File: config.mk
export PLATFORM = sky130hd
export DESIGN_NAME = ssstat_div
export DESIGN_NICKNAME = d
export VERILOG_FILES = /design/src/rtl/core/ssstat_pkg.sv /design/src/rtl/core/ssstat_div.sv
export SDC_FILE = /design/constraint.sdc
export NUM_CORES = 1
export LEC_CHECK = 0
export ABC_AREA = 1
export BUFFER_PORTS_ARGS = -buffer_cell sky130_fd_sc_hd__buf_2
export CAP_MARGIN = 20
export CORE_AREA = 2 2 100 102
export CTS_BUF_LIST = sky130_fd_sc_hd__clkbuf_4
export DETAILED_ROUTE_END_ITERATION = 7
export DIE_AREA = 0 0 102 104
export GPL_TIMING_DRIVEN = 0
export PLACE_DENSITY = 0.8
export SETUP_SLACK_MARGIN = 0.02
export SYNTH_ARGS = -nofsm -noshare
export SYNTH_HDL_FRONTEND = slang
export SYNTH_SLANG_ARGS = --single-unit
export TNS_END_PERCENT = 100
File: constraint.sdc
create_clock -name clk -period 2.5 [get_ports clk]
set_input_delay 0.375 -clock clk [delete_from_list [all_inputs] [get_ports clk]]
set_output_delay 0.375 -clock clk [all_outputs]
set_load 0.02 [all_outputs]
File: src/rtl/core/ssstat_pkg.sv
package ssstat_pkg;

    // set capacity and sample width
    localparam int MAX_SAMPLES = 256;
    localparam int SAMPLE_BITS = 32;

    // derived widths
    localparam int IDX_W  = $clog2(MAX_SAMPLES);
    localparam int CNT_W  = $clog2(MAX_SAMPLES + 1);
    localparam int SUM_W  = SAMPLE_BITS + IDX_W;
    localparam int STEP_W = $clog2(SUM_W + 1);

    typedef logic signed [SAMPLE_BITS-1:0] sample_t;
    typedef logic signed [SUM_W-1:0]       sum_t;
    typedef logic [CNT_W-1:0]              count_t;

    // per-cycle command to every cell of the sorting chain
    typedef struct packed {
        logic ins;
        logic shift;
        logic clr;
    } cell_ctl_t;

endpackage

File: src/rtl/core/ssstat_div.sv
module ssstat_div (
    input  logic                clk,
    input  logic                rst_n,
    input  logic                start,
    input  ssstat_pkg::sum_t    dividend,
    input  ssstat_pkg::count_t  divisor,
    output logic                busy,
    output ssstat_pkg::sum_t    quotient
);
    import ssstat_pkg::*;

    logic              busy_reg;
    logic              busy_next;
    logic [STEP_W-1:0] step_reg;
    logic [STEP_W-1:0] step_next;
    logic [SUM_W-1:0]  work_reg;
    logic [SUM_W-1:0]  work_next;
    logic [CNT_W-1:0]  rem_reg;
    logic [CNT_W-1:0]  rem_next;
    logic [CNT_W-1:0]  dvs_reg;
    logic              neg_reg;
    logic              neg_next;
    logic [SUM_W-1:0]  mag;
    logic [CNT_W:0]    trial;
    logic              fit;

    // magnitude of the dividend, sign restored at the end
    assign mag   = dividend[SUM_W-1] ? SUM_W'(-dividend) : SUM_W'(dividend);

    // one restoring step per cycle
    assign trial = {rem_reg, work_reg[SUM_W-1]};
    assign fit   = trial >= {1'b0, dvs_reg};

    always_comb
    begin
        busy_next = busy_reg;
        step_next = step_reg;
        work_next = work_reg;
        rem_next  = rem_reg;
        neg_next  = neg_reg;
        if (start)
        begin
            busy_next = 1'b1;
            step_next = STEP_W'(SUM_W);
            work_next = mag;
            rem_next  = '0;
            neg_next  = dividend[SUM_W-1];
        end
        else if (busy_reg)
        begin
            work_next = {work_reg[SUM_W-2:0], fit};
            rem_next  = fit ? CNT_W'(trial - {1'b0, dvs_reg}) : CNT_W'(trial);
            step_next = step_reg - STEP_W'(1);
            if (step_reg == STEP_W'(1))
            begin
                busy_next = 1'b0;
            end
        end
    end

    always_ff @(posedge clk or negedge rst_n)
    begin
        if (!rst_n)
        begin
            busy_reg <= 1'b0;
            step_reg <= '0;
        end
        else
        begin
            busy_reg <= busy_next;
            step_reg <= step_next;
        end
    end

    always_ff @(posedge clk)
    begin
        work_reg <= work_next;
        rem_reg  <= rem_next;
        neg_reg  <= neg_next;
        if (start)
        begin
            dvs_reg <= divisor;
        end
    end

    assign busy     = busy_reg;
    assign quotient = neg_reg ? sum_t'(-work_reg) : sum_t'(work_reg);

endmodule

==> results.md, run 1 <==
- Run status: finished, violations left
- Violated checks: negative setup slack
- Total Nets Final: 1018
- TritonCTS Sinks: 66
- Synthesized area: 0.00554 mm²
- Max transition margin: 41.0%
- Final Hold Violating Endpoints: 0
- Startpoint types: register
- Leakage power summed over all cells: 3.36 nW
- Ant. Diodes: 0
- Biggest area consumer among synthesized cells: edfxtp_1
- Insertion delay to the later sink of the worst-skew pair: 0.44 ns
- DRT Pass-1 Iters: 7
- Standard-cell row count: 36
- Routed len/inst: 16.8 µm
- Number of buffers inserted during clock tree synthesis: 9
- Hold Slack: 0.0962 ns
- Vias/cell: 5.63
- Number of flip-flops in the largest register: 40
- Clock tree from TritonCTS: yes
- Sum of buffers and inverters on the critical path: 2
- Ys flop type: edfxtp_1
- Synth Register Bits: 66
- Synth top area cells: edfxtp_1, nand2_1, nand3_1
- Port Buf Inserts: 92
- Asr flop ratio synth: 10.6%
- Power per cell area: 653 mW/mm²
- First-pass GRT wire length: 26800 µm
- Least setup slack across all paths after layout: -0.124 ns
- Post-DRT Antenna Nets: 0
- Clock root cell: clkbuf_4
- Setup violators final: 23
- Number of instances in the synthesized netlist: 800
- Worst slew pin tran: 0.885 ns
- Number of maximum-capacitance violations: 0
- Critical Path Slowest Stage Cell: edfxtp_1
- Share of final-layout standard cells stronger than drive strength 1: 26.2%
- Arrival @ worst endpoint: 2.25 ns
- Min cycle time layout: 2.62 ns
- Number of enable flip-flop cells after synthesis: 50
- Reported net switching power: 1.95 mW
- Via count of the first global-routing pass: 5594
- Largest delay share family, worst path: simple AND/OR/NAND/NOR gates
- CP cell instances: buf_6 -> nor2_4 -> nand2_4 -> nor2_2 -> nand4_1 -> xor2_1 -> o21ai_0 -> buf_2
- HPWL after detailed placement: 13000 µm
- Initial antenna violation count: 0
- Chip Height: 104 µm
- Number of pins with negative max-slew slack in the final report: 0
- Peak ir drop on the vdd network: 0.000379 V
- Initial DRC Count: 511
- Maximum number of pins on one net before global-route repair: 43
- Share of total power in combinational logic: 48.3%
- Share of the clock period used by the worst path after layout: 105%
- Tot Pwr: 4.63 mW
- Switching power as a share of total power: 42.1%
- Avg Cell Area, Syn: 6.92 µm²
- Endpoint kind of the worst setup timing path: output pin
- Highest clock frequency the design can meet: 0.381 GHz
- Longest Clk Path Bufs: 2
- Die Span X: 102 µm
- Worst setup skew after layout: 0.0131 ns
- Share of total power in the clock network: 18.3%
- Share of total power in sequential cells: 33.4%
- Unique masters post-synth: 45
- Share of the synthesized area in the top cell type: 27.1%
- Number of top-level pins: 93
- DRC viols: 0
- CTS H-tree lvls: 3
- YS warnings: 0
- GRT Util Overall: 32.3%
- Sequential-to-total area share from yosys stat: 33.5%
- Setup repair after global routing missed its margin: yes
- Worst endpoint required time: 2.12 ns
- Total grt overflow: 0
- Placed cell count: 1025
- Area growth from synthesis to layout: 28.1%
- Mapped Nets: 866
- Share of the core filled with cells: 74.3%
- Non-Filler Instances: 1090
- Most repeated cell in the gate-level netlist after synthesis: nand2_1
- Maximum fanout along the worst path: 4
- Final Instance Area: 0.00709 mm²
- Instance area after placement: 0.00616 mm²
- Effective utilization at floorplan: 58.0%
- Final weighted congestion in routability-driven placement: 0.944
- Critical path type: reg2out
- Via count of the routed design: 6133
- Slowest cell delay on critical path: 0.49 ns
- HP Class: in2reg
- Clock transition at the register clock pins on the worst setup and hold paths after CTS: 0.12 ns
- Full die area: 0.0106 mm²
- Synth top cells by count: nand2_1, inv_1, nand3_1, nor2_1, o21ai_0
- Core area: 0.00955 mm²
- Final Routed Wirelength: 18300 µm
- Design internal power: 2.68 mW
## per-layer routing
layer | track usage (%) | share of wire [%]
met1 | 41.8 | 40
met3 | 8.00 | 9.0
met5 | 0 | 0
met4 | 9.43 | 3.1
met2 | 53.2 | 48
## power by group through the flow
stage / Sequential (mW) / Combinational, mW / Clock, mW
finish: 1.55 / 2.24 / 0.847
CTS: 1.53 / 1.98 / 0.855
global route: 1.56 / 2.43 / 0.886
floorplan: 1.52 / 1.32 / 0
detailed placement: 1.57 / 1.80 / 0
global placement: 1.56 / 1.77 / 0
## cell usage in the layout (no fill, tap or decap), types with 4 or more instances in the layout
cell type | netlist | layout
clkbuf_1 | 12 | 9
o21ai_2 | 2 | 7
buf_4 | 2 | 63
a21oi_1 | 11 | 11
xnor2_1 | 11 | 8
nor2_2 | 7 | 16
nor2_4 | 4 | 10
o31ai_1 | 6 | 5
nor3_1 | 12 | 11
clkbuf_4 | 0 | 10
nand2_1 | 224 | 213
nor2_1 | 80 | 65
inv_1 | 98 | 91
edfxtp_1 | 50 | 50
xor2_1 | 41 | 39
nand2_2 | 5 | 12
dfrtp_1 | 7 | 7
nand3_1 | 83 | 78
dfxtp_1 | 9 | 9
o21ai_0 | 55 | 48
o21ai_1 | 5 | 6
ha_1 | 13 | 12
inv_2 | 4 | 10
nand3_2 | 1 | 4
nand4_1 | 13 | 13
nand2_4 | 1 | 5
buf_2 | 3 | 67
buf_6 | 0 | 15
nand3b_1 | 14 | 14
## stage by stage
stage | TNS [ns] | setup WS [ns]
finish | -0.931 | -0.124
global route | -3.29 | -0.188
CTS | -0.292 | -0.0737
detailed placement | 0 | 0.00906
global placement | -9.99 | -0.243
floorplan | 0 | 0.395
## area by class of cell
cell class | instances | area, µm²
clock buffer | 10 | 75.1
fill | 740 | 2450
buffer | 19 | 86.3
tap | 133 | 166
multi-input combinational | 611 | 3470
timing repair buffer | 141 | 957
clock inverter | 6 | 91.3
sequential | 66 | 1860
inverter | 104 | 393
## kinds of logic (layout without fill, tap and decap cells)
logic type,count (synthesis),in the layout,share of synthesized area [%]
fa+ha+maj,14,14,3.30
compound gates,89,89,9.17
simple gates,456,456,37.2
buf+inv,123,280,8.54
xor+xnor,52,52,8.22
flops,66,66,33.5
## final timing paths
path | startpoint | endpoint | slack, ns | cells after the start
worst max-delay path | work_reg[10] | quotient[26] | -0.12 | 8
worst min-delay path | divisor[7] | dvs_reg[7] | 0.1 | 1
worst max register to register | work_reg[39] | work_reg[0] | 0.05 | 12
worst min register to register | rem_reg[7] | rem_reg[7] | 0.48 | 2
max in group asynchronous | rst_n | busy | 2.00 | 2
min in group asynchronous | rst_n | step_reg[0] | 0.34 | 2
## repair_timing
action                                  CTS  global route
setup buffers                            28            22
endpoints found under the setup margin   31            32
endpoints found under the hold margin     7             0
hold buffers                              1             0
gates resized for setup                  35            86
pin swaps                                 9            33
Power figures use the tool's default switching activity.
==> run 2, diff against run 1 <==
Settings changed: CELL_PAD_IN_SITES_DETAIL_PLACEMENT set to 1, CELL_PAD_IN_SITES_GLOBAL_PLACEMENT set to 1, CORE_AREA 2 2 100 102 to 2 2 118 120, DIE_AREA 0 0 102 104 to 0 0 120 122.
==> run 2 against run 1 <==
Compared with the run above: the run still ends with negative setup slack left; hold slack got worse by 0.047 ns; largest cell class unchanged; first-iteration DRC count rose by 1.8%; cell count grew 5.3%; largest power group unchanged; final area up 2.0%; register-to-register slack improved by 0.09 ns; die area grew 38%; critical path depth is 2 higher; sequential share of layout area decreased by 0.52 points; fmax is 7.2% lower; routed wire length increased by 28%.
==> results.md, run 2 (synthesis gave the netlist of run 1 again) <==
- Run status: finished, violations left
- Violated checks: negative setup slack
- Endpoint kind of the worst setup timing path: output pin
- Initial DRC Count: 520 (+1.8%)
- Maximum number of pins on one net before global-route repair: 43 (unchanged)
- Effective utilization at floorplan: 41.0% (-17 points)
- Total Nets Final: 1028 (+0.98%)
- Instance area after placement: 0.00622 mm² (+0.95%)
- Startpoint of the most critical register-to-register path: work_reg[39]
- Final weighted congestion in routability-driven placement: 0.899 (-4.8%)
- Setup violators final: 29 (+26%)
- Number of top-level pins: 93 (unchanged)
- Full die area: 0.0146 mm² (+38%)
- Post-DRT Antenna Nets: 0 (unchanged)
- Startpoint types: register
- Longest Clk Path Bufs: 2 (unchanged)
- Launch point of the critical path: work_reg[1]
- Share of the clock period used by the worst path after layout: 113% (+8.2 points)
- CP cell instances: inv_2 -> ha_4 -> nand4_4 -> nor2_4 -> buf_4 -> nand3_1 -> xor2_1 -> nand2_1 -> o21ai_1 -> buf_4
- Worst slew pin tran: 0.917 ns (+0.0321 ns)
- Startpoint of the most critical hold path: divisor[7]
- Peak ir drop on the vdd network: 0.000286 V (-25%)
- Largest delay share family, worst path: simple AND/OR/NAND/NOR gates
- Initial antenna violation count: 0 (unchanged)
- Total grt overflow: 0 (unchanged)
- TritonCTS Sinks: 66 (unchanged)
- DRC viols: 0 (unchanged)
- Hold Path End: dvs_reg[7]
- Critical path type: reg2out
- Critical Path Slowest Stage Cell: edfxtp_1
- Core area: 0.0135 mm² (+41%)
- Reg-to-reg setup timing slack: 0.14 ns (+0.09 ns)
- Most common library cell in the layout ignoring fill and taps: nand2_1
- Clock tree from TritonCTS: yes
- DRT Pass-1 Iters: 7 (unchanged)
- Setup repair after global routing missed its margin: yes
- Commonest non-fill, non-tap cells in the layout: nand2_1, inv_1, nand3_1, buf_4, buf_2
- Number of flip-flops in the largest register: 40 (unchanged)
- Slowest cell delay on critical path: 0.46 ns (-0.03 ns)
- Number of cells traversed by the worst hold path: 1 (unchanged)
- GRT Util Overall: 28.2% (-4.1 points)
- Vias/cell: 5.63 (about the same)
- Power per cell area: 664 mW/mm² (+1.7%)
- FF-to-FF End: work_reg[0]
- Number of buffers inserted during clock tree synthesis: 9 (unchanged)
- Maximum fanout along the worst path: 4 (unchanged)
- First-pass GRT wire length: 32200 µm (+20%)
- Clock root cell: clkbuf_4
- CTS H-tree lvls: 3 (unchanged)
- HP Class: in2reg
- Least setup slack across all paths after layout: -0.327 ns (-0.204 ns)
- Port Buf Inserts: 92 (unchanged)
- Via count of the routed design: 6463 (+5.4%)
- Number of pins with negative max-slew slack in the final report: 0 (unchanged)
- Standard-cell row count: 43 (+19%)
- Area growth from synthesis to layout: 30.7%
- Final Routed Wirelength: 23400 µm (+28%)
- Chip Height: 122 µm (+17%)
- Most common cell type on the critical path: buf_4
- Number of cells traversed by the worst register-to-register path: 12 (unchanged)
- Arrival @ worst endpoint: 2.45 ns (+0.20 ns)
- Insertion delay to the later sink of the worst-skew pair: 0.49 ns (+0.05 ns)
- Min cycle time layout: 2.83 ns (+0.204 ns)
- Max transition margin: 38.8% (-2.2 points)
- Sum of buffers and inverters on the critical path: 3 (+1)
- Worst setup skew after layout: 0.0255 ns (+0.0124 ns)
- HPWL after detailed placement: 15400 µm (+18%)
- Number of maximum-capacitance violations: 0 (unchanged)
- Worst endpoint required time: 2.12 ns (about the same)
- Routed len/inst: 20.4 µm (+21%)
- Clock transition at the register clock pins on the worst setup and hold paths after CTS: 0.14 ns (+0.02 ns)
- Share of final-layout standard cells stronger than drive strength 1: 28.1% (+1.9 points)
- Hold Slack: 0.0490 ns (-0.0472 ns)
- Final Instance Area: 0.00724 mm² (+2.0%)
- Die Span X: 120 µm (+18%)
- Final Hold Violating Endpoints: 0 (unchanged)
- Leakage power summed over all cells: 3.41 nW (+1.5%)
- Via count of the first global-routing pass: 6243 (+12%)
- Highest clock frequency the design can meet: 0.354 GHz (-7.2%)
[run 2: worst max path at each step]
stage                   endpoint  slack (ns)  cells past startpoint
floorplan           quotient[20]        0.39                      7
global placement    work_reg[38]       -0.20                      4
detailed placement   work_reg[0]       -0.06                     12
CTS                 quotient[36]       -0.07                     10
global route        quotient[33]       -0.35                      7
finish              quotient[24]       -0.33                     10
[run 2: final cells by class]
class	count	area (µm²)
Tap cell	180	225
Buffer	19	86.3
Clock buffer	10	75.1
Fill cell	1759	6270
Timing Repair Buffer	151	1030
Multi-Input combinational cell	611	3500
Antenna cell	1	2.50
Inverter	104	393
Clock inverter	6	66.3
Sequential cell	66	1860
[run 2: routing by layer]
metal,part of all wire [%],global-route usage [%],vias to the layer above
met5,0,0,-
met4,3.4,8.97,0
met2,49,49.4,285
met3,6.5,3.79,71
met1,41,35.9,3178
li1,-,-,2929
[run 2: stage by stage]
step | cells | setup slack (ns) | total power [mW] | util [%] | setup TNS [ns]
finish | 1148 | -0.327 | 4.80 | 53.6 | -3.85
global route | 1147 | -0.349 | 5.03 | 53.6 | -6.43
CTS | 1118 | -0.0730 | 4.41 | 50.3 | -0.481
detailed placement | 1072 | -0.0617 | 3.47 | 46.1 | -0.0617
global placement | 1072 | -0.196 | 3.38 | 46.1 | -8.00
floorplan | 800 | 0.395 | 2.85 | - | 0
[run 2: power breakdown]
group	leakage, nW	internal [mW]	total [mW]	switching (mW)
sequential	0.690	1.38	1.58	0.199
clock	0.0807	0.319	0.791	0.473
combinational	2.64	0.930	2.43	1.50
[run 2: repair_timing]
action / in CTS / in global routing
resized for setup: 69 / 63
hold buffers: 1 / 0
pin swaps: 17 / 17
endpoints found under the setup margin: 36 / 46
endpoints found under the hold margin: 7 / 0
setup buffers: 29 / 29
