File: src/rtl/core/ssstat_pkg.sv
package ssstat_pkg;

    // set capacity and sample width
    localparam int MAX_SAMPLES = 256;
    localparam int SAMPLE_BITS = 32;

    // derived widths
    localparam int IDX_W  = $clog2(MAX_SAMPLES);
    localparam int CNT_W  = $clog2(MAX_SAMPLES + 1);
    localparam int SUM_W  = SAMPLE_BITS + IDX_W;
    localparam int STEP_W = $clog2(SUM_W + 1);

    typedef logic signed [SAMPLE_BITS-1:0] sample_t;
    typedef logic signed [SUM_W-1:0]       sum_t;
    typedef logic [CNT_W-1:0]              count_t;

    // per-cycle command to every cell of the sorting chain
    typedef struct packed {
        logic ins;
        logic shift;
        logic clr;
    } cell_ctl_t;

endpackage

File: src/rtl/core/ssstat_cell.sv
module ssstat_cell (
    input  logic                  clk,
    input  logic                  rst_n,
    input  ssstat_pkg::cell_ctl_t ctl,
    input  ssstat_pkg::sample_t   s,
    input  ssstat_pkg::sample_t   prev_val,
    input  logic                  prev_gt,
    input  logic                  prev_occ,
    input  ssstat_pkg::sample_t   next_val,
    output ssstat_pkg::sample_t   val,
    output logic                  gt,
    output logic                  occ
);
    import ssstat_pkg::*;

    sample_t val_reg;
    sample_t val_next;
    logic    occ_reg;
    logic    occ_next;
    logic    place;

    // this cell holds a value strictly above the incoming sample
    assign gt    = occ_reg && (val_reg > s);
    // new sample lands here: first greater cell, or first empty cell
    assign place = !prev_gt && (gt || (prev_occ && !occ_reg));

    // value update: shift toward cell zero, or insert with ripple
    always_comb
    begin
        val_next = val_reg;
        if (ctl.shift)
        begin
            val_next = next_val;
        end
        else if (ctl.ins)
        begin
            if (prev_gt)
            begin
                val_next = prev_val;
            end
            else if (place)
            begin
                val_next = s;
            end
        end
    end

    // occupancy is a thermometer along the chain
    always_comb
    begin
        occ_next = occ_reg;
        if (ctl.clr)
        begin
            occ_next = 1'b0;
        end
        else if (ctl.ins)
        begin
            occ_next = prev_occ;
        end
    end

    always_ff @(posedge clk)
    begin
        val_reg <= val_next;
    end

    always_ff @(posedge clk or negedge rst_n)
    begin
        if (!rst_n)
        begin
            occ_reg <= 1'b0;
        end
        else
        begin
            occ_reg <= occ_next;
        end
    end

    assign val = val_reg;
    assign occ = occ_reg;

endmodule

File: config.mk
export PLATFORM = sky130hd
export DESIGN_NAME = ssstat_cell
export DESIGN_NICKNAME = d
export VERILOG_FILES = /design/src/rtl/core/ssstat_pkg.sv /design/src/rtl/core/ssstat_cell.sv
export SDC_FILE = /design/constraint.sdc
export NUM_CORES = 1
export LEC_CHECK = 0
export BUFFER_PORTS_ARGS = -buffer_cell sky130_fd_sc_hd__buf_4
export CAP_MARGIN = 10
export CORE_MARGIN = 2
export CORE_UTILIZATION = 50
export CTS_BUF_LIST = sky130_fd_sc_hd__clkbuf_8
export DETAILED_ROUTE_END_ITERATION = 10
export GPL_ROUTABILITY_DRIVEN = 1
export GPL_TIMING_DRIVEN = 0
export PLACE_DENSITY = 0.88
export RECOVER_POWER = 50
export SLEW_MARGIN = 20
export SYNTH_ARGS = -nofsm -noshare
export SYNTH_HDL_FRONTEND = slang
export SYNTH_SLANG_ARGS = --single-unit
File: constraint.sdc
create_clock -name clk -period 7.6 [get_ports clk]
set_input_delay 0.38 -clock clk [delete_from_list [all_inputs] [get_ports clk]]
set_output_delay 0.38 -clock clk [all_outputs]
set_load 0.01 [all_outputs]
==> results of run 1 <==
==> power by group <==
group	leakage (nW)	switching, W	internal (W)	total (W)
Clock	0.0681	0.0000715	0.000130	0.000202
Combinational	1.37	0.0000864	0.0000822	0.000169
Sequential	0.340	0.0000107	0.000224	0.000235
==> worst paths after layout <==
check                             startpoint                 to  slack, ns
max                        val[14]$_DFFE_PP_  val[11]$_DFFE_PP_       4.28
min                                   ctl[0]    occ$_DFFE_PN0P_       0.22
max reg2reg                val[14]$_DFFE_PP_  val[11]$_DFFE_PP_       4.28
min reg2reg                  occ$_DFFE_PN0P_    occ$_DFFE_PN0P_       0.59
max in group asynchronous              rst_n    occ$_DFFE_PN0P_       7.06
min in group asynchronous              rst_n    occ$_DFFE_PN0P_       0.43
==> stage by stage <==
step / power, W / cell area, um2 / cells
global route: 0.000636 / 3630 / 473
global placement: 0.000410 / 3570 / 463
finish: 0.000605 / 3630 / 473
detailed placement: 0.000420 / 3620 / 464
floorplan: 0.000321 / 2480 / 262
CTS: 0.000621 / 3760 / 473
==> cell type report <==
type                    instances  area [um2]
multi-input cells             185        1350
clock inverters                 3        65.1
flip-flops and latches         33         986
well taps                      67        83.8
clock buffers                   5        68.8
fillers                       400        1120
repair buffers                136         916
inverters                      33         124
plain buffers                  11        41.3
==> per-layer routing <==
layer / part of all wire / global-route usage
met1: 0.41 / 0.322
met2: 0.52 / 0.481
met3: 0.053 / 0.0515
met4: 0.023 / 0.0972
met5: 0 / 0
==> cell usage in the layout, fill, tap and decap left out, drive strengths merged <==
cell,instances
a31oi,2
or4b,1
dlygate4sd3,1
nor2b,1
mux2i,33
nand4,8
nand2,39
inv,33
bufinv,2
dfrtp,1
buf,101
a221o,1
a22oi,1
clkbuf,50
a2111oi,1
edfxtp,32
o211ai,3
a21oi,13
ha,32
nor2,6
nor4,1
clkinv,1
o21ai,35
nor3,1
o31a,1
nand3,3
a211oi,2
a21o,1
==> critical path, delay by kind of cell (launching register included) <==
kind	cells	cell delay, ns
compound gates	3	1.24
simple gates	3	0.81
fa+ha+maj	1	0.34
flops	1	0.40
buf+inv	1	0.23
==> cell families after synthesis <==
logic type      count (synthesis)  synth area share
compound gates                 60             0.136
simple gates                   60             0.107
buf+inv                        44            0.0665
mux                            33             0.133
flops                          33             0.397
fa+ha+maj                      32             0.161
==> run summary, run 1 <==
The flow ran to the end, and the final reports show no timing, DRC or antenna violations. By count the netlist is led by sky130_fd_sc_hd__nand2_1 (39), sky130_fd_sc_hd__o21ai_0 (35), sky130_fd_sc_hd__inv_1 (33), sky130_fd_sc_hd__mux2i_1 (33). The number of hold-slack violations in the final timing report is 0.

In this run the remaining antenna-violating nets after routing total 0. The most used flip-flop cell after synthesis is sky130_fd_sc_hd__edfxtp_1. TritonCTS built the clock tree. The layout-stage area growth over the synthesis result was 46.2%.

The fraction of post-synthesis cell area in the top cell type by area is 0.387. Start-to-end type of the worst setup path: reg -> reg. For the number of slew-limit violations in the final report, the log shows 0. Detailed placement ended at an HPWL of 5960 um. The worst setup path is captured at a register.

The mean instance size in the synthesized netlist was 9.48 um2. The leading area contributor after synthesis was sky130_fd_sc_hd__edfxtp_1. Fraction of the yosys area taken by sequential cells: 0.397. The overall die height works out to 74.5 um.

For the insertion delay of the later-clocked pin in the worst-skew pair, the log shows 0.29 ns. Counting every net in the synthesized netlist gives 397. The proportion of layout cells with a drive suffix above 1 was 0.276. The worst setup path is launched from a register. The aggregate routed wire length is 7430 um.

The tools report the final hold slack as 0.224 ns. Once the clock tree was built, the setup fixing pass inserted 0 buffers. Among all stages on the critical path, the largest delay is contributed by sky130_fd_sc_hd__a31oi_4.

The number of distinct library cells after synthesis was 25; the clock-pin slew reported for the worst setup and hold paths after clock tree synthesis was 0.08 ns. Counting cells, the worst reg-to-reg path comes to 8. 0 antenna diodes ended up in the layout. After detailed routing, the average wire length per cell comes to 15.7 um. The worst hold path passes through 2 cells. The number of global-route vias before repair was 2,498. STA puts the critical path data arrival time at 3.32 ns. The warning count from the yosys run is 0. Between clock sinks in the finished design, the worst skew comes to 0.00788 ns. Leading cell type by number of instances after synthesis: sky130_fd_sc_hd__nand2_1.

After the first detailed-routing iteration, the DRC count stood at 189. The detailed-route vias per instance was 5.43; the routed via count was 2,568. For the worst slew margin relative to its limit, the log shows 0.452.

The logs give 0.269 for the aggregate global-route resource usage and 1 for the number of hold buffers added after cts. For the initial core utilization, the log shows 0.522. After technology mapping, the gate count stands at 262.

In this run the cell area of the synthesized design comes to 2480 um2. After detailed routing, the number of remaining DRC violations is 0. The tools report the highest clock rate as 0.301 GHz. The floorplan step defined a core boundary enclosing 4750 um2.

The critical path goes through ha_1 -> nand4_1 -> nor2_1 -> a221o_1 -> o31a_1 -> or4b_4 -> a31oi_4 -> buf_16. The final-report setup violation count came out at 0. Setup repair after global routing left no endpoint under its margin. Setup slack on the critical path of the routed design comes to 4.28 ns. The worst-case IR drop observed on VDD is 116 uV.

The residual overflow from global routing came out at 0. The number of H-tree levels is 2, and the number of enable flip-flop cells after synthesis is 32. The run gives 1.78 nW as the leakage power.

Classification of the worst-slack hold path: in -> reg. Number of flip-flops under the largest register name: 32. The number of buffers inserted by port buffering was 134. The share of flip-flops with an asynchronous set or reset after synthesis came out at 0.0303. Dividing total power by cell area gives a power density of 167 nW/um2. At the end of routability-driven placement, the weighted congestion stood at 0.834.

For the final core utilization, the log shows 0.764. Along the worst path, the maximum fanout reaches 17. Clock tree synthesis inserted a total of 5 buffers. Row generation in the floorplan step produced 25 rows. The tree is rooted in a sky130_fd_sc_hd__clkbuf_8.

The clock net in this run drives a total of 33 sinks. The maximum single-stage delay on the critical path is 0.60 ns. For the pin with the worst max-slew slack, the measured transition is 0.822 ns.

The logs give 5550 um2 for the area enclosed by the die boundary and 0 ns for the setup TNS after final layout. The final cycle utilization of the critical path was 0.437. The first global-routing pass estimated 11,300 um of wire.

The data required time at the worst endpoint came out at 7.60 ns. For the max-cap violation count, the log shows 0. The setup slack after placement came out at 4.17 ns. Entering global routing, the biggest net connects 18 pins. After the last flow step, the layout net total stands at 540. The floorplan step set the die width to 74.5 um. Once the clock tree was built, the resizer swapped 0 gates to a different size. For the number of iterations in the first detailed-routing pass, the log shows 4.

The initial antenna violation count is 0. The total I/O pin count was 137; the buffer depth of the longest clock path was 2. Counting I/O delays and the setup requirement, the final critical path takes 3.32 ns.

In this run, synthesis produced a sequential element count of 33. In the post-synthesis netlist, the biggest area contributors are sky130_fd_sc_hd__edfxtp_1 (39%), sky130_fd_sc_hd__ha_1 (16%), sky130_fd_sc_hd__mux2i_1 (13%).
No activity file was read; power rests on OpenSTA's default activity.
==> inputs of run 2 (changes only) <==
Settings changed: ABC_AREA set to 1, CORE_UTILIZATION 50 to 42, PLACE_DENSITY 0.88 to 0.78.
Clock period 7.6 ns to 2.7 ns, I/O delays scaled along.
==> run 2 against run 1 <==
Synthesized cell count is 26% higher. Register-to-register slack worse by 3.9 ns. Largest cell class unchanged. Hold slack worse by 0.18 ns. Global-route usage is 3.1 points lower. Clock skew is 0.0014 ns lower. Routed wire length is 3.4% higher. Combinational power grew to 3.0 times the previous value. Sequential share of layout area is 0.35 points lower. Critical path depth is 2 higher. Flip-flop and latch count stayed put. Total power grew to 2.5 times the previous value. Core utilization is 14 points lower.
==> run summary, run 2 <==
The proportion of layout cells with a drive suffix above 1 is 0.245. Measured along the y axis, the die boundary spans 81.7 um. The fill cell instance count of the final layout was 553; the number of storage elements in the synthesis netlist was 33. Across the whole layout, storage elements account for 986 um2. The final critical-path required period works out to 2.29 ns. The area growth from synthesis to layout is 44.9%. The classification of the worst-slack hold path is in -> reg. The tools report the worst-case clock skew as 0.00648 ns.

The clock power share was 0.240. The netlist uses 22 different library cells. The initial core utilization was 0.431. Ranked by total cell area, the synthesized netlist is headed by sky130_fd_sc_hd__edfxtp_1 (38%), sky130_fd_sc_hd__ha_1 (16%), sky130_fd_sc_hd__a21oi_1 (16%).

Warning count from the yosys run: 0. The arrival time at the worst endpoint is 2.29 ns, and the synthesized-area fraction occupied by adder cells is 0.158. The start-to-end type of the worst setup path was reg -> reg. The critical path goes through ha_1 -> a21oi_1 -> o21a_1 -> nand2_1 -> a21oi_1 -> nand2_1 -> nand2_1 -> nand3_2 -> a21oi_4 -> buf_12. Timing would allow up to 0.436 GHz. The tools report the relative contribution of sequential cells to total power as 0.432. The number of buffers inserted by port buffering is 134, and the routed via count is 2,742. The detailed-route vias per instance came out at 4.96.

The critical path capture point type was a register. Across the VDD grid, the largest voltage drop is 184 uV. Setup violations remaining at the end of the flow were counted as 0.

The total I/O pin count was 137; the data required time at the worst endpoint was 2.69 ns. The tool flagged a number of max-cap violations equal to 0. The floorplan has 28 rows. The synthesized area is 2540 um2. Maximum single-stage delay on the critical path: 0.41 ns. Most common cell after layout, fill and taps aside: sky130_fd_sc_hd__buf_4.

The residual overflow from global routing is 0, and the core area is 5890 um2. The tools report the number of iterations in the first detailed-routing pass as 4. The number of flip-flops under the largest register name was 32.

The biggest area contributor in the post-synthesis netlist is sky130_fd_sc_hd__edfxtp_1. For the number of slew-limit violations in the final report, the log shows 0. Setup repair after global routing left no endpoint under its margin.

The switching portion of total power was 0.319. The dominant synthesized flop cell was sky130_fd_sc_hd__edfxtp_1. After synthesis, the largest family of logic cells by area is simple AND/OR/NAND/NOR gates. The initial antenna violation count is 0, and the fraction of synthesized cell area in xor and xnor cells is 0. By instance count, the cell type seen most on the critical path is sky130_fd_sc_hd__nand2_1. After detailed routing, the average wire length per cell comes to 13.9 um. Synthesis produced a netlist whose cell count is 331. The setup check on the worst reg-to-reg path leaves a slack of 0.41 ns.

The internal portion of the total power is 0.00104 W. In this run the horizontal extent of the chip is 81.7 um. Portion of netlist area occupied by mux cells: 0. After clock tree synthesis, the clock-pin slew on the worst setup and hold paths is 0.07 ns.

The run gives 0.29 ns as the insertion delay of the later-clocked pin in the worst-skew pair. The estimated wirelength of the detail-placed design was 5970 um; the share of flip-flops with an asynchronous set or reset after synthesis was 0.0303. The worst slew margin relative to its limit was 0.427. The run gives 133 as the starting DRC count in detailed routing. Once detail routing completed, the nets flagged for antenna violations numbered 0. The power density of the placed cells is 414 nW/um2.

STA classifies the critical path startpoint as a register. The final cycle utilization of the critical path is 0.849. Buffers inserted during clock tree synthesis total 5. The H-tree was split into 2 levels. The area taken by multi-input logic gates was 1350 um2. The aggregate global-route resource usage was 0.239.

For this run, design rule violations remaining after detail routing come to 0. TritonCTS built the clock tree. The leakage power was 1.83 nW.

The synthesized netlist net count was 466. At the placement stage, the worst setup path has a slack of -0.197 ns. The buffer depth of the longest clock path was 2. In the synthesized netlist, the cells that appear most often are sky130_fd_sc_hd__a21oi_1 (79), sky130_fd_sc_hd__nand2_1 (69), sky130_fd_sc_hd__inv_1 (45).

The number of hold-slack violations in the final timing report came out at 0. In the layout the commonest cells are sky130_fd_sc_hd__buf_4 (99), sky130_fd_sc_hd__a21oi_1 (79), sky130_fd_sc_hd__nand2_1 (69), sky130_fd_sc_hd__inv_1 (45), sky130_fd_sc_hd__clkbuf_1 (43). The fraction of power consumed by combinational cells was 0.328; the net switching power was 0.000486 W. The final worst-path setup slack is 0.409 ns, and the net count reported at finish is 612. The fraction of post-synthesis cell area in the top cell type by area works out to 0.379.

A synthesized cell averages 7.67 um2. At the end of routability-driven placement, the weighted congestion stood at 0.819. The floorplan step defined a die boundary enclosing 6680 um2.

The number of antenna diodes in the final layout is 0. For the pin with the worst max-slew slack, the measured transition is 0.854 ns. Yosys mapped a number of flops with a built-in enable equal to 32. The run finished with clean final reports. The fraction of the yosys area taken by sequential cells came out at 0.388. The run gives 12,300 um as the global-route wire length before repair. In the post-synthesis netlist, the cell with the most instances is sky130_fd_sc_hd__a21oi_1. The cell with the largest stage delay on the worst path is sky130_fd_sc_hd__edfxtp_1.

The maximum number of pins on one net before global-route repair is 17, and the post-synthesis share of cell area spent on and, or, nand and nor gates is 0.187. Wires add up to 7680 um. The tools report the cell chosen for the clock root as sky130_fd_sc_hd__clkbuf_8. The final core utilization came out at 0.625. The complex-gate fraction of the synthesized area is 0.178, and the number of global-route vias before repair is 2,805. The highest net fanout along the worst path was 16; the total number of clock tree sinks was 33.

The final hold slack is 0.0427 ns.
-- run 2: changes by cell type after synthesis, sizes merged, moves of 2 or more --
| cell | change |
|---|---|
| a31oi | -2 |
| nor2 | +38 |
| nand2 | +31 |
| mux2i | -33 |
| o21a | +2 |
| a21oi | +67 |
| buf | +4 |
| o211ai | -3 |
| nand4 | -6 |
| o21ai | -33 |
| inv | +12 |
-- run 2: what timing repair did --
item | 4_1_cts | 5_1_grt
setup buffers | 0 | 2
gates resized for setup | 1 | 0
endpoints found under the setup margin | 32 | 32
hold buffers | 2 | 0
endpoints found under the hold margin | 2 | 0
gates cloned | 1 | 0
pin swaps | 1 | 2
-- run 2: cell type report --
| cell class | count | share of cell area |
|---|---|---|
| inverter | 46 | 0.0469 |
| sequential | 33 | 0.268 |
| tap | 75 | 0.0255 |
| buffer | 14 | 0.0146 |
| multi-input combinational | 239 | 0.367 |
| clock buffer | 5 | 0.0187 |
| clock inverter | 3 | 0.00340 |
| timing repair buffer | 138 | 0.256 |
-- run 2: power groups by stage --
stage / sequential, W / clock, W / combinational, W
final: 0.000657 / 0.000366 / 0.000501
after global routing: 0.000663 / 0.000402 / 0.000566
after CTS: 0.000660 / 0.000377 / 0.000530
after detailed placement: 0.000672 / 0 / 0.000519
after global placement: 0.000668 / 0 / 0.000504
after floorplan: 0.000690 / 0 / 0.000233
-- run 2: kinds of logic after synthesis --
| family | count (synthesis) |
|---|---|
| DFF | 33 |
| adders and majority gates | 32 |
| AOI/OAI and AO/OA | 87 |
| and+or+nand+nor | 119 |
| buffers and inverters | 60 |
-- run 2: critical path: cells and delay by family, from the launching register on --
| kind | cells | cell delay (ns) |
|---|---|---|
| AO/OA/AOI/OAI | 4 | 0.67 |
| buffers and inverters | 1 | 0.18 |
| flip-flops | 1 | 0.41 |
| AND/OR/NAND/NOR | 4 | 0.38 |
| adder cells (fa/ha/maj) | 1 | 0.36 |
-- run 2: final timing paths --
path	start	to	cells after the start
setup / recovery	val[31]$_DFFE_PP_	val[15]$_DFFE_PP_	10
hold / removal	ctl[2]	occ$_DFFE_PN0P_	2
setup reg to reg	val[31]$_DFFE_PP_	val[15]$_DFFE_PP_	10
hold reg to reg	occ$_DFFE_PN0P_	occ$_DFFE_PN0P_	2
max in group asynchronous	rst_n	occ$_DFFE_PN0P_	2
min in group asynchronous	rst_n	occ$_DFFE_PN0P_	2
-- run 2: metal layers --
| metal | routed length [um] | up-vias | track usage | share of wire |
|---|---|---|---|---|
| li1 | - | 1394 | - | - |
| met1 | 3270 | 1246 | 0.293 | 0.43 |
| met2 | 3880 | 90 | 0.418 | 0.51 |
| met3 | 398 | 12 | 0.0319 | 0.052 |
| met4 | 132 | 0 | 0.102 | 0.017 |
| met5 | 0 | - | 0 | 0 |
-- run 2: per-stage QoR --
stage	std cells	TNS [ns]	power, W	cell area, um2
4_1_cts	551	0	0.00157	3760
3_5_place_dp	540	-6.26	0.00119	3650
2_1_floorplan	331	0	0.000923	2550
6_report	553	0	0.00152	3680
3_3_place_gp	540	-2.20	0.00117	3650
5_1_grt	553	0	0.00163	3680
==> inputs of run 3 (changes only) <==
Clock period 2.7 ns to 1.98 ns, I/O delays scaled along.
==> run 3 against run 2 <==
The flow now finishes with violations (negative setup slack). Sequential share of layout area is 2.4 points lower. Hold slack better by 0.087 ns. Critical path depth is 3 higher. Largest power group unchanged.
==> run summary, run 3 (synthesis gave the netlist of run 2 again) <==
The tools report the total I/O pin count as 137. The worst-case IR drop observed on VDD is 474 uV. Detailed-route vias per instance: 5.06. The leakage power is 1.97 nW, and the area enclosed by the die boundary is 6680 um2.

Entering global routing, the biggest net connects 17 pins. Data on the critical path arrives at its endpoint at 2.20 ns. From bottom edge to top edge, the die measures 81.7 um. The final layout contains 628 nets. The start-to-end type of the worst setup path was reg -> reg. After clock tree synthesis, the clock-pin slew on the worst setup and hold paths is 0.08 ns. CTS built an H-tree with a depth of 2. Summed over all layers, the global routing overflow is 0.

STA puts the critical path data required time at 1.99 ns. The proportion of layout cells with a drive suffix above 1 was 0.334; the starting DRC count in detailed routing was 157. The tools report the initial antenna violation count as 0. Die width: 81.7 um.

In the layout the commonest cells are sky130_fd_sc_hd__buf_4 (121), sky130_fd_sc_hd__a21oi_1 (76), sky130_fd_sc_hd__nand2_1 (64), sky130_fd_sc_hd__inv_1 (45), sky130_fd_sc_hd__nor2_1 (39). The HPWL after detailed placement is 6120 um. Of all nets on the critical path, the largest fanout is 7.

The run gives 8310 um as the aggregate routed wire length. The critical path starts at val[3]$_DFFE_PP_. In this run the critical register-to-register path is launched from val[3]$_DFFE_PP_. Dividing total power by cell area gives a power density of 616 nW/um2.

Counting tap cells, the placed design contains a total of 540 instances. Number of antenna diodes: 0. The clock drives 33 sinks. The initial core utilization was 0.431; the highest clock rate was 0.456 GHz. Overall power consumption after layout is estimated at 0.00249 W. The number of flip-flops under the largest register name was 32.

The run finished, with violations left. The run gives -0.214 ns as the final worst-path setup slack. TritonCTS built the clock tree. The total CTS buffers was 5.

The routed design could run at a clock period as short as 2.19 ns. For the worst-case clock skew, the log shows 0.00679 ns. For the routed via count, the log shows 2,880. The final cycle utilization of the critical path is 1.11, and the remaining antenna violation count after routing is 0. Classification of the worst-slack hold path: in -> async. The tools report the cell chosen for the clock root as sky130_fd_sc_hd__clkbuf_8.

The first detailed-routing pass took 6 iterations. From synthesis to final layout, the design area changed by 59.4%. Hold is met by 0.130 ns. The critical path capture point type is a register.

The final reports fail on negative setup slack. The number of global-route vias before repair was 2,813; the core area was 5890 um2. For the final routed database, the setup TNS stands at -6.46 ns.

The clock passes through at most 2 buffers. Launching element type of the critical path: a register. The setup slack after placement was -0.801 ns.

The tool flagged a number of max-cap violations equal to 0. The aggregate global-route resource usage was 0.237; the insertion delay of the later-clocked pin in the worst-skew pair was 0.29 ns. Setup repair after global routing could not meet its margin everywhere.

The congestion estimate from routability-driven global placement came to 0.844. The tools report the worst slew margin relative to its limit as 0.486. Dividing the detail-routed wire length by the instance count gives 14.6 um. The run gives 0 as the number of slew-limit violations in the final report. The final-report setup violation count is 33.

The count of cells in the finished layout, fillers not included, comes to 569. The first global-routing pass estimated 12,300 um of wire. The slew at the pin with the worst max-slew slack is 0.767 ns. The logs give 0 for the number of hold-slack violations in the final timing report and 0 for the DRC violation count after routing. Port buffering added 134 buffers. The library cell used most frequently in the layout, excluding fill and tap cells, is sky130_fd_sc_hd__buf_4. The initialized floorplan defines 28 standard-cell rows.
==> run 3: cell types whose count changed in the layout (fill, tap and decap cells not counted), moves of 2 or more <==
cell | before | now
sky130_fd_sc_hd__nand2_1 | 69 | 64
sky130_fd_sc_hd__bufinv_16 | 0 | 2
sky130_fd_sc_hd__buf_6 | 0 | 3
sky130_fd_sc_hd__ha_1 | 32 | 23
sky130_fd_sc_hd__ha_4 | 0 | 9
sky130_fd_sc_hd__clkbuf_1 | 43 | 33
sky130_fd_sc_hd__a21oi_2 | 0 | 3
sky130_fd_sc_hd__nor2_1 | 42 | 39
sky130_fd_sc_hd__a21oi_1 | 79 | 76
sky130_fd_sc_hd__buf_4 | 99 | 121
sky130_fd_sc_hd__clkinv_1 | 3 | 1
sky130_fd_sc_hd__nand2_2 | 1 | 6
sky130_fd_sc_hd__nor2_2 | 2 | 5
==> run 3: through the flow <==
stage	area, um2	utilization
6_report	4050	0.688
5_1_grt	4050	0.688
4_1_cts	3990	0.678
3_5_place_dp	3660	0.623
3_3_place_gp	3660	0.623
2_1_floorplan	2560	-
==> run 3: cell type report <==
class,instances,area [um2]
Timing Repair Buffer,154,1100
Tap cell,75,93.8
Sequential cell,33,986
Clock inverter,3,65.1
Fill cell,513,1840
Inverter,46,173
Multi-Input combinational cell,239,1510
Buffer,14,53.8
Clock buffer,5,68.8
==> run 3: power by group <==
| group | switching (W) | internal, W |
|---|---|---|
| logic | 0.000406 | 0.000408 |
| registers | 0.0000476 | 0.000857 |
| clock network | 0.000274 | 0.000501 |
| total | 0.000728 | 0.00177 |
==> run 3: layer usage <==
metal | wire [um] | vias up | global-route usage | part of all wire
li1 | - | 1426 | - | -
met1 | 3470 | 1343 | 0.291 | 0.42
met2 | 4270 | 92 | 0.421 | 0.51
met3 | 339 | 19 | 0.0242 | 0.041
met4 | 222 | 0 | 0.100 | 0.027
met5 | 0 | - | 0 | 0
==> run 3: final timing paths <==
| check | cells past startpoint | end | slack (ns) |
|---|---|---|---|
| hold / removal | 2 | occ$_DFFE_PN0P_ | 0.13 |
| setup / recovery | 13 | val[1]$_DFFE_PP_ | -0.21 |
| min in group clk | 3 | val[10]$_DFFE_PP_ | 0.13 |
| hold reg to reg | 5 | val[13]$_DFFE_PP_ | 1.03 |
| max in group asynchronous | 2 | occ$_DFFE_PN0P_ | 1.76 |
| setup reg to reg | 13 | val[1]$_DFFE_PP_ | -0.21 |
==> run 3: timing repair <==
item / 4_1_cts / 5_1_grt
endpoints found under the hold margin: 2 / 0
gates resized for setup: 13 / 12
endpoints found under the setup margin: 33 / 33
setup buffers: 8 / 8
pin swaps: 4 / 7
gates cloned: 2 / 0
hold buffers: 3 / 0
==> run 3: worst max-delay path: stages (launching register included) <==
cell                       delay, ns
sky130_fd_sc_hd__edfxtp_1       0.45
sky130_fd_sc_hd__ha_4           0.25
sky130_fd_sc_hd__a21oi_1        0.18
sky130_fd_sc_hd__nand2_1        0.07
sky130_fd_sc_hd__nand2_1        0.07
sky130_fd_sc_hd__nand2_2        0.06
sky130_fd_sc_hd__nand2_1        0.06
sky130_fd_sc_hd__nand2_1        0.06
sky130_fd_sc_hd__nand2_2        0.08
sky130_fd_sc_hd__nand2_2        0.06
sky130_fd_sc_hd__nand2_2        0.08
sky130_fd_sc_hd__nand3_4        0.11
sky130_fd_sc_hd__a21oi_4        0.21
sky130_fd_sc_hd__buf_6          0.16
